`src/sv/gdfw_pkg.sv`:
```
// ----------------------------------------------------------------------------
// gdfw_pkg
// Shared constants, codes and controller/datapath types for the graph
// diameter block.
// ----------------------------------------------------------------------------
package gdfw_pkg;

    localparam int MAX_NODES_DEF = 64;

    // fixed field widths
    localparam int NODE_W    = 6;
    localparam int CFG_W     = 7;
    localparam int DIAM_W    = 8;
    localparam int S_TDATA_W = 16;
    localparam int M_TDATA_W = 16;
    localparam logic [CFG_W-1:0] NODE_COUNT_RST = 7'd64;

    // item kinds carried on s_tuser
    localparam logic OP_EDGE   = 1'b0;
    localparam logic OP_FINISH = 1'b1;

    typedef enum logic [2:0] {
        ST_IDLE,
        ST_INIT_ROW,
        ST_INIT_STREAM,
        ST_RELAX_ROW,
        ST_RELAX_STREAM,
        ST_DRAIN,
        ST_RESULT
    } state_t;

    typedef enum logic {
        PH_INIT,
        PH_RELAX
    } phase_t;

    typedef struct packed {
        logic   load_edge;
        logic   clr_cnt;
        logic   clr_best;
        logic   row_start;
        logic   stream;
        logic   load_result;
        logic   clr_adj;
        phase_t phase;
    } cmd_t;

    typedef struct packed {
        logic col_last;
        logic row_last;
        logic k_last;
    } sts_t;

endpackage

```
`src/sv/gdfw_ctrl.sv`:
```
// ----------------------------------------------------------------------------
// gdfw_ctrl
// Sequencer for edge loading, matrix init, relaxation passes and result
// hand-off; owns the input ready and the output valid.
// ----------------------------------------------------------------------------
module gdfw_ctrl (
    input  logic           aclk,
    input  logic           aresetn,
    input  logic           s_tvalid,
    input  logic           s_op,
    output logic           s_tready,
    output logic           m_tvalid,
    input  logic           m_tready,
    input  gdfw_pkg::sts_t sts,
    output gdfw_pkg::cmd_t cmd
);
    import gdfw_pkg::*;

    state_t state_reg, state_next;
    logic   m_tvalid_reg, m_tvalid_next;
    logic   s_xfer;
    logic   out_free;

    assign s_xfer   = s_tvalid && (state_reg == ST_IDLE);
    assign out_free = !m_tvalid_reg || m_tready;

    always_ff @(posedge aclk) begin
        if (!aresetn) begin
            state_reg    <= ST_IDLE;
            m_tvalid_reg <= 1'b0;
        end else begin
            state_reg    <= state_next;
            m_tvalid_reg <= m_tvalid_next;
        end
    end

    always_comb begin
        state_next = state_reg;
        unique case (state_reg)
            ST_IDLE: begin
                if (s_xfer && (s_op == OP_FINISH)) begin
                    state_next = ST_INIT_ROW;
                end
            end
            ST_INIT_ROW: begin
                state_next = ST_INIT_STREAM;
            end
            ST_INIT_STREAM: begin
                if (sts.col_last) begin
                    state_next = sts.row_last ? ST_RELAX_ROW : ST_INIT_ROW;
                end
            end
            ST_RELAX_ROW: begin
                state_next = ST_RELAX_STREAM;
            end
            ST_RELAX_STREAM: begin
                if (sts.col_last) begin
                    state_next = (sts.row_last && sts.k_last) ? ST_DRAIN : ST_RELAX_ROW;
                end
            end
            ST_DRAIN: begin
                state_next = ST_RESULT;
            end
            ST_RESULT: begin
                if (out_free) begin
                    state_next = ST_IDLE;
                end
            end
            default: begin
                state_next = ST_IDLE;
            end
        endcase
    end

    always_comb begin
        cmd       = '0;
        cmd.phase = PH_INIT;
        s_tready  = 1'b0;
        unique case (state_reg)
            ST_IDLE: begin
                s_tready = 1'b1;
                if (s_xfer) begin
                    if (s_op == OP_EDGE) begin
                        cmd.load_edge = 1'b1;
                    end else begin
                        cmd.clr_cnt  = 1'b1;
                        cmd.clr_best = 1'b1;
                    end
                end
            end
            ST_INIT_ROW: begin
                cmd.row_start = 1'b1;
            end
            ST_INIT_STREAM: begin
                cmd.stream = 1'b1;
            end
            ST_RELAX_ROW: begin
                cmd.row_start = 1'b1;
                cmd.phase     = PH_RELAX;
            end
            ST_RELAX_STREAM: begin
                cmd.stream = 1'b1;
                cmd.phase  = PH_RELAX;
            end
            ST_DRAIN: begin
                cmd.phase = PH_RELAX;
            end
            ST_RESULT: begin
                if (out_free) begin
                    cmd.load_result = 1'b1;
                    cmd.clr_adj     = 1'b1;
                end
            end
            default: begin
                cmd = '0;
            end
        endcase
    end

    always_comb begin
        if (cmd.load_result) begin
            m_tvalid_next = 1'b1;
        end else if (m_tready) begin
            m_tvalid_next = 1'b0;
        end else begin
            m_tvalid_next = m_tvalid_reg;
        end
    end

    assign m_tvalid = m_tvalid_reg;

endmodule

```
`config.mk`:
```
export PLATFORM = sky130hd
export DESIGN_NAME = gdfw_ctrl
export DESIGN_NICKNAME = d
export VERILOG_FILES = /design/src/sv/gdfw_pkg.sv /design/src/sv/gdfw_ctrl.sv
export SDC_FILE = /design/constraint.sdc
export NUM_CORES = 1
export LEC_CHECK = 0
export ABC_AREA = 1
export BUFFER_PORTS_ARGS = -buffer_cell sky130_fd_sc_hd__buf_2
export CAP_MARGIN = 20
export CORE_AREA = 4 4 41 43
export CTS_CLUSTER_SIZE = 12
export DETAILED_ROUTE_END_ITERATION = 16
export DIE_AREA = 0 0 45 47
export PLACE_DENSITY_LB_ADDON = 0.05
export SETUP_SLACK_MARGIN = 0.15
export SLEW_MARGIN = 20
export SYNTH_ARGS = -nofsm -noshare
export SYNTH_HDL_FRONTEND = slang
export SYNTH_SLANG_ARGS = --single-unit
```
`constraint.sdc`:
```
create_clock -name aclk -period 2.4 [get_ports aclk]
set_input_delay 0.12 -clock aclk [delete_from_list [all_inputs] [get_ports aclk]]
set_output_delay 0.12 -clock aclk [all_outputs]
set_load 0.02 [all_outputs]
```
==> Word-level counts from Yosys, hierarchy flattened <==
Index checks and enable logic that the tools add are counted.
{ "op_classes": {"n_eq_ne": 10, "n_mux": 19, "reduce_logical": 11} }
{ "ops": {"columns": ["operator", "count"], "rows": [
  ["3-bit two-way mux", 7],
  ["3-bit case mux with 7 select lines", 1],
  ["3-bit equality test (second input constant)", 3],
  ["2-bit two-way mux", 4],
  ["1-bit two-way mux", 7],
  ["3-bit by 2-bit equality test with 1-bit output (second input constant)", 2],
  ["2-bit != test (second input constant)", 3],
  ["4-bit AND reduction", 1],
  ["2-bit OR reduction", 2],
  ["3-bit by 1-bit equality test with 1-bit output (second input constant)", 1],
  ["1-bit logical AND", 3],
  ["3-bit logical NOT", 1],
  ["3-bit OR reduction", 1],
  ["2-bit by 1-bit != test with 1-bit output (second input constant)", 1],
  ["2-bit nonzero test", 1],
  ["1-bit logical NOT", 1],
  ["1-bit logical OR", 1]
]} }
{ "word_totals": {"register_bits": 4, "in_bits": 8, "output_inout_bits": 10, "elab_cells": 42} }

==> Longest topological paths before layout <==
{ "logic_depth": {"ltp_word": 5, "mapped_depth": 8, "ltp_nobuf": 8} }

==> Least setup slack after synthesis <==
Ideal clock, no wire load.
{ "synth_path": {"kind": "register to output", "from": "register state_reg[2]", "to": "output cmd[6] (netlist name)", "arrival_time_ns": 1.294, "path_slack_ns": 0.986, "path_stages_with_launch": 7, "n_path_buf": 1, "path_cell_list": "dfxtp_1 nor2_1 nand2_2 inv_2 nand2_1 nor2_1 buf_4"} }
{ "synth_rtl": {"columns": ["element", "line_no", "rtl"], "rows": [
  ["from (decl)", "gdfw_ctrl.sv:19", "state_t state_reg, state_next;"],
  ["from (signal assigned)", "gdfw_ctrl.sv:32", "state_reg <= state_next;"],
  ["to (decl)", "gdfw_ctrl.sv:15", "output gdfw_pkg::cmd_t cmd"]
]} }

==> results.yml <==
run_status:
  status: "finished, final reports clean"
timing:
  setup_viol: 0
  min_period_ns: 1.39
  tightest_slew_ns: 0.238
  finalCritPeriodShare_pct: 57.7
  hold_violations: 0
  max_freq_mhz: 722
  rsz0062_at_grt: "false"
  timing.final.ws_setup_ns: 1.01
  slew_headroom_pct: 84.1
  tns_ns: 0
  finClkSkew_ns: 0.0000923
  whs_ns: 0.141
  slew_violations: 0
yosys:
  ys_seq_elements: 4
  synthCells: 57
  synth_area_um2: 320
  synth-seq-area-share_pct: 25.0
  avgSynthCellArea_um2: 5.62
  yosysWarningCount: 0
  synth.distinct_cells: 15
  synth_nets: 65
floorplan:
  die_x_um: 45
  design.core.area_mm2: 0.00130
  ios: 18
  die_y_um: 47
  initial_utilization_pct: 24.6
  die_area_mm2: 0.00212
  num_rows: 13
cts:
  cts_sinks: 4
  clockRootBuffer: "clkbuf_4"
  htreeDepth: 1
  clkSlewWorstSetupHoldPaths_ns: 0.03
  cts_made_buffers: 3
  ctsHoldBuffers: 0
  postCtsSetupBuffers: 0
  clockBufferDepth: 2
  cts_resized: 0
  cts_tree: "yes"
  clock_latency_ns: 0.23
cells_and_area:
  antennaDiodeCount: 0
  final_cell_mix: "buf_2 (17), nand2_1 (14), nor2_1 (12)"
  largest_reg_flops: 3
  fillCellCount: 168
  nets: 84
  area_growth_pct: 32.4
  seq_area_um2: 80.1
  stdcell_area_um2: 424
  drive_gt1_share_pct: 35.1
  final_util_pct: 32.6
  final_common_cell: "buf_2"
  multi_input_comb_area_um2: 184
  finalNonFillerCells: 89
global_route:
  grt_pass1_wl_um: 1210
  grtUsageTotal_pct: 8.21
  grt_antenna_before_repair: 0
  grt_pass1_vias: 320
  grt_overflow: 0
  grt_max_degree: 8
power_and_ir_drop:
  total_power_uw: 612
  switching_share_pct: 53.8
  combPwrFrac_pct: 65.8
  p_clk_share_pct: 12.9
  p_int_uw: 283
  pwr-share-seq_pct: 21.3
  p_per_area_mw_per_mm2: 1440
  p_sw_uw: 329
  ir_drop_mv: 0.570
  p_leak_nw: 0.259
placement:
  port_buffers: 17
  place_area_um2: 402
  dpl_worst_slack_ns: 1.23
  hpwl_um: 681
  place.gp.congestion: 0.719
  dp_cells: 86
routing:
  vias_per_cell: 4.17
  wl_um: 773
  routedWlPerCell_um: 8.69
  num_vias: 371
  detail-route-antenna-nets: 0
  drt_first_pass_iters: 4
  drc: 0
  drt_iter0_drc: 6
setup_path:
  worstSetupPathType: "register to output port"
  endpoint_kind: "output port"
  rrSetupSlack_ns: 1.25
  path_max_fanout: 7
  crit_arrival_ns: 1.27
  startpoint_type: "register"
  cp.required_ns: 2.28
run:
  cap_violations: 0
min_path:
  min_path_type: "primary input to register"
cell type report:
type | instances | share of cell area (%)
multi-input cells | 41 | 43.4
flip-flops and latches | 4 | 18.9
well taps | 15 | 4.42
clock buffers | 3 | 5.31
inverters | 9 | 7.96
repair buffers | 17 | 20.1
cell families after synthesis:
logic type / synth area share [%]
AOI/OAI and AO/OA: 9.77
buffers and inverters: 17.6
DFF: 25.0
and+or+nand+nor: 47.7
Yosys cell counts (all sizes together):
cell type	count	area, µm²
a21oi	2	10.0
a22oi	1	7.51
buf	3	22.5
dfxtp	4	80.1
inv	9	33.8
nand2	16	65.1
nand3	3	15.0
nand4	1	6.26
nor2	13	51.3
nor3	3	15.0
o21ai	2	13.8
routing by layer:
metal / GRT usage, % / vias to the layer above / share of wire, %
met2: 11.0 / 13 / 44
li1: - / 209 / -
met5: 0 / - / 0
met3: 2.30 / 2 / 11
met1: 10.0 / 147 / 43
met4: 8.77 / 0 / 0.78
power groups by stage:
stage          Combinational [mW]  Clock (mW)  Sequential, mW
2_1_floorplan               0.311           0           0.126
3_3_place_gp                0.416           0           0.135
3_5_place_dp                0.410           0           0.131
4_1_cts                     0.411      0.0845           0.130
5_1_grt                     0.451      0.0876           0.137
6_report                    0.403      0.0788           0.130
worst max-delay path, cell delays in order, from the launching register on:
cell	delay, ns
dfxtp_1	0.35
nor2_1	0.19
nand2_2	0.08
inv_2	0.08
nand2_1	0.06
nor2_1	0.10
buf_2	0.18
final timing paths:
path,start,end,depth (start not counted)
worst min-delay path,aresetn,state_reg[1]$_SDFFE_PN0P_,3
worst max register to register,state_reg[2]$_SDFFE_PN0P_,state_reg[1]$_SDFFE_PN0P_,7
worst min register to register,state_reg[1]$_SDFFE_PN0P_,state_reg[1]$_SDFFE_PN0P_,2
worst max-delay path,state_reg[2]$_SDFFE_PN0P_,cmd[5],6
Power figures use the tool's default switching activity.
